[config.mk]
export PLATFORM = sky130hd
export DESIGN_NAME = waypoint_turn_then_drive_controller_core
export DESIGN_NICKNAME = d
export VERILOG_FILES = /design/src/rtl/wttd_pkg.sv /design/src/rtl/wttd_ctrl.sv /design/src/rtl/wttd_dp.sv /design/src/rtl/waypoint_turn_then_drive_controller_core.sv
export SDC_FILE = /design/constraint.sdc
export NUM_CORES = 2
export LEC_CHECK = 0
export BUFFER_PORTS_ARGS = -buffer_cell sky130_fd_sc_hd__buf_4
export CORE_UTILIZATION = 60
export DETAILED_ROUTE_END_ITERATION = 8
export GPL_ROUTABILITY_DRIVEN = 0
export PLACE_DENSITY = 0.77
export SLEW_MARGIN = 10
export SYNTH_ARGS = -nofsm -noshare
export SYNTH_HDL_FRONTEND = slang
export SYNTH_SLANG_ARGS = --single-unit
[constraint.sdc]
create_clock -name clk -period 13.1 [get_ports clk]
set_clock_uncertainty 0.15 [all_clocks]
set_input_delay 0.655 -clock clk [delete_from_list [all_inputs] [get_ports clk]]
set_output_delay 0.655 -clock clk [all_outputs]
set_load 0.03 [all_outputs]
[src/rtl/wttd_pkg.sv]
// shared types, constants and tables of the waypoint turn-then-drive controller
package wttd_pkg;

  localparam int CORDIC_STEPS   = 16;
  localparam int WAYPOINT_COUNT = 4;
  localparam int STEP_W         = $clog2(CORDIC_STEPS);
  localparam int IDX_W          = $clog2(WAYPOINT_COUNT);

  localparam int POS_W  = 20;
  localparam int ANG_W  = 16;
  localparam int SPD_W  = 14;
  localparam int TURN_W = 15;
  localparam int CV_W   = 36;   // cordic x and y
  localparam int CZ_W   = 34;   // cordic angle accumulator

  localparam logic signed [POS_W-1:0] SCALED_30  = 20'sd38093;
  localparam logic signed [POS_W-1:0] SCALED_15  = 20'sd19046;
  localparam logic signed [POS_W-1:0] SCALED_M11 = -20'sd13967;
  localparam logic signed [CV_W-1:0]  CORDIC_GAIN_INV = 36'sd652032874;
  localparam logic signed [TURN_W-1:0] TURN_MAX = 15'sd16383;

  // configuration register indexes
  typedef enum logic [2:0] {
    REG_FORWARD_SPEED = 3'd0,
    REG_TURN_SPEED    = 3'd1,
    REG_GOAL_TOL      = 3'd2,
    REG_HEADING_TOL   = 3'd3,
    REG_ORIGIN_X      = 3'd4,
    REG_ORIGIN_Y      = 3'd5
  } reg_idx_t;

  typedef enum logic [3:0] {
    S_IDLE, S_DIFF, S_SQX, S_SQY, S_SQT, S_ATAN_INIT, S_ATAN,
    S_BEAR, S_SIN_INIT, S_SIN, S_TURN, S_FINISH
  } state_t;

  typedef enum logic [3:0] {
    CMD_NONE, CMD_LOAD, CMD_DIFF, CMD_SQX, CMD_SQY, CMD_SQT, CMD_ATAN_INIT,
    CMD_STEP, CMD_BEAR, CMD_SIN_INIT, CMD_TURN, CMD_DECIDE
  } cmd_t;

  typedef struct packed {
    cmd_t              cmd;
    logic [STEP_W-1:0] step;
  } ctrl_t;

  typedef struct packed {
    logic zero_vec;
    logic need_sin;
    logic out_busy;
  } status_t;

  // binary-angle arctangent of 2^-i, 2^32 per turn
  function automatic logic [31:0] atan_at(input logic [4:0] i);
    logic [31:0] r;
    unique case (i)
      5'd0:  r = 32'h20000000;  5'd1:  r = 32'h12E4051E;
      5'd2:  r = 32'h09FB385B;  5'd3:  r = 32'h051111D4;
      5'd4:  r = 32'h028B0D43;  5'd5:  r = 32'h0145D7E1;
      5'd6:  r = 32'h00A2F61E;  5'd7:  r = 32'h00517C55;
      5'd8:  r = 32'h0028BE53;  5'd9:  r = 32'h00145F2F;
      5'd10: r = 32'h000A2F98;  5'd11: r = 32'h000517CC;
      5'd12: r = 32'h00028BE6;  5'd13: r = 32'h000145F3;
      5'd14: r = 32'h0000A2F9;  5'd15: r = 32'h0000517D;
      5'd16: r = 32'h000028BE;  5'd17: r = 32'h0000145F;
      5'd18: r = 32'h00000A30;  5'd19: r = 32'h00000518;
      5'd20: r = 32'h0000028C;  5'd21: r = 32'h00000146;
      5'd22: r = 32'h000000A3;  5'd23: r = 32'h00000051;
      default: r = 32'h0;
    endcase
    return r;
  endfunction

  // goal x: origin plus waypoint offset, wrapped to the position width
  function automatic logic signed [POS_W-1:0] goal_x(input logic signed [POS_W-1:0] org,
                                                     input logic [IDX_W-1:0] idx);
    logic signed [POS_W-1:0] off;
    off = (idx < IDX_W'(2)) ? SCALED_30 : SCALED_15;
    return org + off;
  endfunction

  function automatic logic signed [POS_W-1:0] goal_y(input logic signed [POS_W-1:0] org,
                                                     input logic [IDX_W-1:0] idx);
    logic signed [POS_W-1:0] off;
    off = (idx == IDX_W'(1) || idx == IDX_W'(2)) ? SCALED_M11 : '0;
    return org + off;
  endfunction

endpackage

[src/rtl/wttd_ctrl.sv]
// sequencing state machine of the waypoint controller
module wttd_ctrl (
  input  logic              clk,
  input  logic              rst,
  input  logic              in_fire,
  input  wttd_pkg::status_t status,
  output wttd_pkg::ctrl_t   ctrl,
  output logic              in_ready
);

  wttd_pkg::state_t state, state_next;
  logic [wttd_pkg::STEP_W-1:0] step, step_next;
  logic last_step;

  assign last_step = (step == wttd_pkg::STEP_W'(wttd_pkg::CORDIC_STEPS - 1));

  // state and iteration counter
  always_ff @(posedge clk) begin
    if (rst) begin
      state <= wttd_pkg::S_IDLE;
      step  <= '0;
    end else begin
      state <= state_next;
      step  <= step_next;
    end
  end

  // next state and commands
  always_comb begin
    state_next = state;
    step_next  = step;
    ctrl.cmd   = wttd_pkg::CMD_NONE;
    ctrl.step  = step;
    in_ready   = 1'b0;
    unique case (state)
      wttd_pkg::S_IDLE: begin
        in_ready = 1'b1;
        if (in_fire) begin
          ctrl.cmd   = wttd_pkg::CMD_LOAD;
          state_next = wttd_pkg::S_DIFF;
        end
      end
      wttd_pkg::S_DIFF: begin
        ctrl.cmd   = wttd_pkg::CMD_DIFF;
        state_next = wttd_pkg::S_SQX;
      end
      wttd_pkg::S_SQX: begin
        ctrl.cmd   = wttd_pkg::CMD_SQX;
        state_next = wttd_pkg::S_SQY;
      end
      wttd_pkg::S_SQY: begin
        ctrl.cmd   = wttd_pkg::CMD_SQY;
        state_next = wttd_pkg::S_SQT;
      end
      wttd_pkg::S_SQT: begin
        ctrl.cmd   = wttd_pkg::CMD_SQT;
        state_next = status.zero_vec ? wttd_pkg::S_BEAR : wttd_pkg::S_ATAN_INIT;
      end
      wttd_pkg::S_ATAN_INIT: begin
        ctrl.cmd   = wttd_pkg::CMD_ATAN_INIT;
        step_next  = '0;
        state_next = wttd_pkg::S_ATAN;
      end
      wttd_pkg::S_ATAN: begin
        ctrl.cmd  = wttd_pkg::CMD_STEP;
        step_next = step + 1'b1;
        if (last_step) state_next = wttd_pkg::S_BEAR;
      end
      wttd_pkg::S_BEAR: begin
        ctrl.cmd   = wttd_pkg::CMD_BEAR;
        state_next = wttd_pkg::S_SIN_INIT;
      end
      wttd_pkg::S_SIN_INIT: begin
        ctrl.cmd   = wttd_pkg::CMD_SIN_INIT;
        step_next  = '0;
        state_next = status.need_sin ? wttd_pkg::S_SIN : wttd_pkg::S_FINISH;
      end
      wttd_pkg::S_SIN: begin
        ctrl.cmd  = wttd_pkg::CMD_STEP;
        step_next = step + 1'b1;
        if (last_step) state_next = wttd_pkg::S_TURN;
      end
      wttd_pkg::S_TURN: begin
        ctrl.cmd   = wttd_pkg::CMD_TURN;
        state_next = wttd_pkg::S_FINISH;
      end
      wttd_pkg::S_FINISH: begin
        if (!status.out_busy) begin
          ctrl.cmd   = wttd_pkg::CMD_DECIDE;
          state_next = wttd_pkg::S_IDLE;
        end
      end
      default: state_next = wttd_pkg::S_IDLE;
    endcase
  end

endmodule

[src/rtl/wttd_dp.sv]
// datapath: distance, shared cordic, command decision and result register
module wttd_dp (
  input  logic                                clk,
  input  logic                                rst,
  input  wttd_pkg::ctrl_t                     ctrl,
  output wttd_pkg::status_t                   status,
  input  logic signed [wttd_pkg::POS_W-1:0]   pos_x,
  input  logic signed [wttd_pkg::POS_W-1:0]   pos_y,
  input  logic signed [wttd_pkg::ANG_W-1:0]   heading,
  input  logic                                cfg_fire,
  input  logic [2:0]                          cfg_index,
  input  logic [19:0]                         cfg_data,
  output logic                                out_valid,
  input  logic                                out_ready,
  output logic [87:0]                         out_data
);

  // configuration registers
  logic [wttd_pkg::SPD_W-1:0]        forward_speed_set, turn_speed_set;
  logic [15:0]                       goal_tolerance;
  logic [14:0]                       heading_tolerance;
  logic signed [wttd_pkg::POS_W-1:0] origin_x, origin_y;

  // state of the controller
  logic [wttd_pkg::IDX_W-1:0]         waypoint_index;
  logic [wttd_pkg::SPD_W-1:0]         held_forward;
  logic signed [wttd_pkg::TURN_W-1:0] held_turn;

  // working registers
  logic signed [wttd_pkg::POS_W-1:0] px, py;
  logic signed [wttd_pkg::ANG_W-1:0] hd;
  logic signed [20:0]                dx, dy;
  logic signed [43:0]                prod;
  logic [42:0]                       d2;
  logic [31:0]                       t2;
  logic signed [wttd_pkg::CV_W-1:0]  cx, cy;
  logic signed [wttd_pkg::CZ_W-1:0]  cz;
  logic                              rot_mode;
  logic signed [wttd_pkg::ANG_W-1:0] bearing;
  logic signed [50:0]                turn_prod;

  // shared multiplier operands
  logic signed [21:0] mul_a, mul_b;
  always_comb begin
    unique case (ctrl.cmd)
      wttd_pkg::CMD_SQY: begin mul_a = 22'(dy); mul_b = 22'(dy); end
      wttd_pkg::CMD_SQT: begin
        mul_a = $signed({6'b0, goal_tolerance});
        mul_b = $signed({6'b0, goal_tolerance});
      end
      default: begin mul_a = 22'(dx); mul_b = 22'(dx); end
    endcase
  end

  // one cordic micro-rotation
  logic signed [wttd_pkg::CV_W-1:0] xs, ys, cx_step, cy_step;
  logic signed [wttd_pkg::CZ_W-1:0] za, cz_step;
  logic                             dir_pos;
  always_comb begin
    xs = cx >>> ctrl.step;
    ys = cy >>> ctrl.step;
    za = wttd_pkg::CZ_W'(wttd_pkg::atan_at(5'(ctrl.step)));
    // positive direction rotates the vector clockwise in vectoring terms
    dir_pos = rot_mode ? !cz[wttd_pkg::CZ_W-1] : (cy > 0);
    if (rot_mode) begin
      cx_step = dir_pos ? cx - ys : cx + ys;
      cy_step = dir_pos ? cy + xs : cy - xs;
      cz_step = dir_pos ? cz - za : cz + za;
    end else begin
      cx_step = dir_pos ? cx + ys : cx - ys;
      cy_step = dir_pos ? cy - xs : cy + xs;
      cz_step = dir_pos ? cz + za : cz - za;
    end
  end

  // vectoring start: scale by 1024 and fold into the right half plane
  logic signed [wttd_pkg::CV_W-1:0] vx0, vy0;
  assign vx0 = wttd_pkg::CV_W'(dx) <<< 10;
  assign vy0 = wttd_pkg::CV_W'(dy) <<< 10;

  // rotation start: bearing as 32-bit angle folded into plus or minus a quarter turn
  logic signed [wttd_pkg::CZ_W-1:0] zb, zf;
  localparam logic signed [wttd_pkg::CZ_W-1:0] QUARTER = 34'sh040000000;
  localparam logic signed [wttd_pkg::CZ_W-1:0] HALF    = 34'sh080000000;
  always_comb begin
    zb = $signed({{2{bearing[15]}}, bearing, 16'b0});
    if (zb > QUARTER)       zf = HALF - zb;
    else if (zb < -QUARTER) zf = -HALF - zb;
    else                    zf = zb;
  end

  // bearing from the cordic angle, rounded half up
  logic [31:0] ang_rel, ang_rnd;
  assign ang_rel = cz[31:0] - {hd, 16'b0};
  assign ang_rnd = ang_rel + 32'h0000_8000;

  // turn while driving: round half up then saturate
  logic signed [50:0] turn_rnd;
  logic signed [20:0] turn_q;
  logic signed [wttd_pkg::TURN_W-1:0] turn_sat;
  always_comb begin
    turn_rnd = turn_prod + 51'sd536870912;
    turn_q   = 21'(turn_rnd >>> 30);
    if (turn_q > 21'sd16383)       turn_sat = wttd_pkg::TURN_MAX;
    else if (turn_q < -21'sd16383) turn_sat = -wttd_pkg::TURN_MAX;
    else                           turn_sat = 15'(turn_q);
  end

  // decision on the bearing and the distance
  logic [16:0] mag;
  logic        turning, far, near;
  assign mag     = bearing[15] ? 17'(-$signed({bearing[15], bearing})) : 17'(bearing);
  assign turning = mag > 17'(heading_tolerance);
  assign far     = d2 > 43'(t2);
  assign near    = d2 < 43'(t2);

  logic [wttd_pkg::SPD_W-1:0]         fwd_new;
  logic signed [wttd_pkg::TURN_W-1:0] turn_new;
  logic [wttd_pkg::IDX_W-1:0]         idx_new;
  always_comb begin
    fwd_new  = held_forward;
    turn_new = held_turn;
    idx_new  = waypoint_index;
    priority if (turning) begin
      fwd_new  = '0;
      turn_new = bearing[15] ? -$signed({1'b0, turn_speed_set}) : $signed({1'b0, turn_speed_set});
    end else if (far) begin
      fwd_new  = forward_speed_set;
      turn_new = turn_sat;
    end
    if (near) begin
      fwd_new  = '0;
      turn_new = '0;
      idx_new  = waypoint_index + 1'b1;
    end
  end

  assign status.zero_vec = (prod == '0) && (d2 == '0);
  assign status.need_sin = !turning && far;
  assign status.out_busy = out_valid && !out_ready;

  // configuration writes
  always_ff @(posedge clk) begin
    if (rst) begin
      forward_speed_set <= 14'd819;
      turn_speed_set    <= 14'd5734;
      goal_tolerance    <= 16'd205;
      heading_tolerance <= 15'd364;
      origin_x          <= 20'sd30720;
      origin_y          <= 20'sd22528;
    end else if (cfg_fire) begin
      unique case (cfg_index)
        wttd_pkg::REG_FORWARD_SPEED: forward_speed_set <= cfg_data[13:0];
        wttd_pkg::REG_TURN_SPEED:    turn_speed_set    <= cfg_data[13:0];
        wttd_pkg::REG_GOAL_TOL:      goal_tolerance    <= cfg_data[15:0];
        wttd_pkg::REG_HEADING_TOL:   heading_tolerance <= cfg_data[14:0];
        wttd_pkg::REG_ORIGIN_X:      origin_x          <= $signed(cfg_data);
        wttd_pkg::REG_ORIGIN_Y:      origin_y          <= $signed(cfg_data);
        default: ;
      endcase
    end
  end

  // working registers driven by the command
  always_ff @(posedge clk) begin
    unique case (ctrl.cmd)
      wttd_pkg::CMD_LOAD: begin
        px <= pos_x;
        py <= pos_y;
        hd <= heading;
      end
      wttd_pkg::CMD_DIFF: begin
        dx <= 21'(wttd_pkg::goal_x(origin_x, waypoint_index)) - 21'(px);
        dy <= 21'(wttd_pkg::goal_y(origin_y, waypoint_index)) - 21'(py);
      end
      wttd_pkg::CMD_SQX: prod <= mul_a * mul_b;
      wttd_pkg::CMD_SQY: begin
        d2   <= 43'(prod);
        prod <= mul_a * mul_b;
      end
      wttd_pkg::CMD_SQT: begin
        d2   <= d2 + 43'(prod);
        t2   <= 32'(mul_a * mul_b);
        prod <= '0;
      end
      wttd_pkg::CMD_ATAN_INIT: begin
        rot_mode <= 1'b0;
        if (dx < 0) begin
          cx <= -vx0;
          cy <= -vy0;
          cz <= 34'sh080000000;
        end else begin
          cx <= vx0;
          cy <= vy0;
          cz <= '0;
        end
      end
      wttd_pkg::CMD_STEP: begin
        cx <= cx_step;
        cy <= cy_step;
        cz <= cz_step;
      end
      wttd_pkg::CMD_BEAR: bearing <= status.zero_vec ? '0 : $signed(ang_rnd[31:16]);
      wttd_pkg::CMD_SIN_INIT: begin
        rot_mode <= 1'b1;
        cx       <= wttd_pkg::CORDIC_GAIN_INV;
        cy       <= '0;
        cz       <= zf;
      end
      wttd_pkg::CMD_TURN: turn_prod <= $signed({1'b0, turn_speed_set}) * cy;
      default: ;
    endcase
  end

  // held command, waypoint index and result register
  always_ff @(posedge clk) begin
    if (rst) begin
      waypoint_index <= '0;
      held_forward   <= '0;
      held_turn      <= '0;
      out_valid      <= 1'b0;
    end else begin
      if (out_valid && out_ready) out_valid <= 1'b0;
      if (ctrl.cmd == wttd_pkg::CMD_DECIDE) begin
        waypoint_index <= idx_new;
        held_forward   <= fwd_new;
        held_turn      <= turn_new;
        out_valid      <= 1'b1;
        out_data <= {wttd_pkg::goal_y(origin_y, idx_new), wttd_pkg::goal_x(origin_x, idx_new),
                     idx_new, near, bearing, turn_new, fwd_new};
      end
    end
  end

  // a new result only lands in an empty or draining output register
  a_no_overwrite: assert property (@(posedge clk) disable iff (rst)
    ctrl.cmd == wttd_pkg::CMD_DECIDE |-> !(out_valid && !out_ready))
    else $error("result register overwritten");

  // arrival always stops the robot
  a_arrive_stop: assert property (@(posedge clk) disable iff (rst)
    ctrl.cmd == wttd_pkg::CMD_DECIDE && near |=> held_forward == '0 && held_turn == '0)
    else $error("arrival without stop");

  // the waypoint index only moves on an arrival
  a_index_move: assert property (@(posedge clk) disable iff (rst)
    waypoint_index != $past(waypoint_index) |->
      $past(ctrl.cmd == wttd_pkg::CMD_DECIDE) && $past(near))
    else $error("waypoint index moved without arrival");

endmodule

[src/rtl/waypoint_turn_then_drive_controller_core.sv]
// top level of the waypoint turn-then-drive controller
// Each input transfer is one control tick (robot pose) and yields one result transfer with
// the forward and turn commands, the goal bearing, the arrival flag and the current waypoint.
// An accepted tick is loaded, then the goal differences, the squares, the CORDIC arctangent and
// the bearing follow; when the robot drives, the CORDIC sine and the turn command come
// next. The result becomes valid in the same cycle as the next tick can be taken. When
// the robot stands exactly on the goal the arctangent is skipped. One shared CORDIC unit
// iterates once per cycle for the arctangent and again for the sine, and one multiplier forms
// the squared distances. A finished result waits in an output register, so the next tick is
// taken while it is unread; that tick then stalls in its last cycle until the register is read.
// Configuration writes take effect at once and belong between ticks.
module waypoint_turn_then_drive_controller_core (
  input  logic        clk,
  input  logic        rst,
  input  logic        s_axis_tvalid,
  output logic        s_axis_tready,
  input  logic [55:0] s_axis_tdata,   // pos_x, pos_y, heading
  output logic        m_axis_tvalid,
  input  logic        m_axis_tready,
  output logic [87:0] m_axis_tdata,   // forward_cmd, turn_cmd, bearing, arrived,
                                      // target_index, target_x, target_y
  input  logic        cfg_valid,
  output logic        cfg_ready,
  input  logic [2:0]  cfg_index,
  input  logic [19:0] cfg_data
);

  wttd_pkg::ctrl_t   ctrl;
  wttd_pkg::status_t status;
  logic              in_ready;

  assign s_axis_tready = in_ready;
  assign cfg_ready     = 1'b1;

  // sequencer
  wttd_ctrl u_ctrl (
    .clk      (clk),
    .rst      (rst),
    .in_fire  (s_axis_tvalid && in_ready),
    .status   (status),
    .ctrl     (ctrl),
    .in_ready (in_ready)
  );

  // arithmetic and result register
  wttd_dp u_dp (
    .clk       (clk),
    .rst       (rst),
    .ctrl      (ctrl),
    .status    (status),
    .pos_x     ($signed(s_axis_tdata[19:0])),
    .pos_y     ($signed(s_axis_tdata[39:20])),
    .heading   ($signed(s_axis_tdata[55:40])),
    .cfg_fire  (cfg_valid),
    .cfg_index (cfg_index),
    .cfg_data  (cfg_data),
    .out_valid (m_axis_tvalid),
    .out_ready (m_axis_tready),
    .out_data  (m_axis_tdata)
  );

endmodule
==> impl_metrics.json <==
{
  "htree_levels": 3,
  "yosys.area.top_type": "fa_1",
  "ys.warnings.count": 0,
  "fin_nets": 10241,
  "antenna_found_initial": 8,
  "dp_cells": 10099,
  "netlist_instances": 8551,
  "die_w_um": 361,
  "cts_buffers": 71,
  "synth_top_area_share_pct": 23.6,
  "grt_pass1_vias": 62798,
  "grt_pass1_wl_um": 342000,
  "route.vias.total": 62742,
  "regArea_um2": 16800,
  "top_layer": "met5",
  "syn_avg_cell_area_um2": 9.04,
  "synth.yosys.seq_area_share_pct": 21.8,
  "clock-root-buffer": "clkbuf_16",
  "max_stage_delay_ps": 780,
  "tritoncts": "built",
  "clkLatencyLatePin_ps": 720,
  "setup_tns_ps": 0,
  "synthSimpleGateAreaFrac_pct": 15.0,
  "grt_max_degree": 116,
  "endpoint_kind": "flip-flop",
  "synth_compound_area_share_pct": 12.8,
  "wl_met3_um": 23800,
  "postSynth.asyncResetShare_pct": 0,
  "cts_sinks": 617,
  "drc": 0,
  "ys.flop_type": "edfxtp_1",
  "dieHeight_um": 361,
  "relSlewSlack_pct": 18.6,
  "hold_class": "in -> reg",
  "rsz0062_at_grt": "false",
  "required_ps": 13360,
  "track_usage_pct": 33.2,
  "area_growth_pct": 7.44,
  "fin_crit_ps": 11410,
  "drt-vias-per-instance": 6.10,
  "synth_top_family_by_area": "adder cells",
  "syn_nets": 10226,
  "firstDrtPassIters": 8,
  "clk_pin_slew_ps": 60,
  "ioPinCount": 175,
  "fill_cells": 9992,
  "setup_viol": 0,
  "yosys-top-cells-area": "fa_1 (24%), edfxtp_1 (17%), ha_1 (11%)",
  "hold_violations": 0,
  "tightest_slew_ps": 1220,
  "yosys.cell_types.count": 84,
  "syn-cell-area_um2": 77300,
  "wl_met1_um": 84900,
  "status": "completed",
  "grt_overflow_total": 0,
  "slowest_stage": "fa_1",
  "max_freq_ghz": 0.0876,
  "dr_wl_met2_um": 97700,
  "yosys.area_share.xor_xnor_pct": 4.89,
  "cp_common_cell": "fa_1",
  "num_rows": 131,
  "synth_seq_cells": 617,
  "crit_arrival_ps": 11670,
  "drt-initial-drc-count": 6066,
  "synth-edff-count": 448,
  "start_util_pct": 60.5,
  "final_cells": 10290,
  "synth_mux_area_share_pct": 2.66,
  "multi_input_area_um2": 54100,
  "critPathMaxFanout": 68,
  "wl_per_cell_um": 21.0,
  "fin_crit_sh_pct": 87.1,
  "path_class": "reg -> reg",
  "cts.path.max_buffers": 3,
  "dp_hpwl_um": 164000,
  "slew_violations": 0,
  "die_area_um2": 130000,
  "core_um2": 128000,
  "portBuffers": 173,
  "drv_cap": 0,
  "synthAdderAreaFrac_pct": 34.6,
  "drive_above_1_share_pct": 6.56,
  "drtAntennaViolNets": 0,
  "wl_um": 216000,
  "critPathLaunchType": "flip-flop"
}
==> path summary, 6_finish.rpt <==
path	slack [ps]	endpoint	from	cells after the start
hold / removal	50	u_dp.origin_y[17]	cfg_data[17]	3
setup / recovery	1690	u_dp.prod[43]	u_ctrl.state[1]	35
hold reg to reg	300	u_dp.heading_tolerance[14]	u_dp.heading_tolerance[14]	2
setup reg to reg	1690	u_dp.prod[43]	u_ctrl.state[1]	35
==> stage by stage <==
| stage | setup slack, ps | utilization (%) | cell area (µm²) | hold WS, ps |
|---|---|---|---|---|
| final | 1690 | 65.0 | 83000 | 47.8 |
| after global routing | 1020 | 65.0 | 83000 | 55.4 |
| after CTS | 1840 | 65.0 | 83000 | 13.9 |
| after detailed placement | 1900 | 62.6 | 80000 | 298 |
| after global placement | 2160 | 62.6 | 80000 | 292 |
| after floorplan | 2840 | - | 77300 | 274 |
==> logic make-up (layout without fill, tap and decap cells) <==
logic type | Yosys count | in the layout
compound gates | 1577 | 1577
xor+xnor | 431 | 431
fa+ha+maj | 1591 | 1591
buf+inv | 1697 | 1770
flops | 617 | 617
mux | 148 | 148
other cells | 1 | 5
simple gates | 2489 | 2489
==> worst max-delay path: cells and delay by family (launching register included) <==
kind | cells | cell delay [ps]
adder cells (fa/ha/maj) | 8 | 4090
buffers and inverters | 11 | 2620
AO/OA/AOI/OAI | 9 | 2110
AND/OR/NAND/NOR | 6 | 1400
flip-flops | 1 | 560
XOR/XNOR | 1 | 140
==> placed cells by master (no fill, tap or decap), types with 55 or more instances in the layout <==
master / instances
a21o_1: 113
dfxtp_1: 163
xor2_1: 150
ha_1: 682
inv_1: 1310
nand2b_1: 65
edfxtp_1: 448
nand3_1: 93
o31ai_1: 55
nor3_1: 133
mux2i_1: 58
o21bai_1: 77
nor2b_1: 56
and2_1: 333
o21a_1: 81
nor4_1: 56
a21oi_1: 507
nor2_1: 529
o21ai_0: 352
dlygate4sd3_1: 56
clkbuf_16: 74
nand2_1: 987
xnor2_1: 281
buf_4: 260
fa_1: 909
==> routing by layer <==
layer / global-route usage (%) / vias to the layer above
li1: - / 28241
met1: 44.5 / 30589
met2: 52.2 / 3318
met3: 7.49 / 584
met4: 13.4 / 10
met5: 0 / -
==> final cells by class <==
type,count,share of cell area [%]
multi-input cells,6237,65.2
flip-flops and latches,617,20.3
inverters,1323,5.99
repair buffers,316,3.03
well taps,1662,2.50
clock buffers,99,2.46
clock inverters,32,0.534
diodes,4,0.0121
==> sequential cells by signal, summed over array words and instances (netlist names), 21 cells and up <==
register,count
u_dp.out_data,88
u_dp.d2,43
u_dp.prod,43
u_dp.cx,36
u_dp.cy,36
u_dp.cz,34
u_dp.t2,31
u_dp.za,30
u_dp.turn_prod,22
u_dp.dx,21
u_dp.dy,21
==> synthesized netlist by cell type, drive strengths merged (42+ instances only) <==
cell       n
edfxtp   448
fa       909
clkbuf   335
dfxtp    169
nor2     532
nand2b    65
inv     1314
a21oi    507
o21ai    357
a21o     113
ha       682
o211ai    42
and2     336
nand3     94
nor3     135
xnor2    281
nor2b     56
o22ai     50
mux2      49
o31ai     57
or2       46
nor4      56
mux2i     58
xor2     150
o21bai    77
nand2    988
o21a      81
==> what timing repair did <==
item,4_1_cts,5_1_grt
hold buffers,56,0
endpoints found under the hold margin,56,0
resized for setup,0,0
buffers inserted,0,0
Power is left out: the tool's default activity adds up to more than one toggle a clock period on the data nets, which glitch-free logic cannot reach.
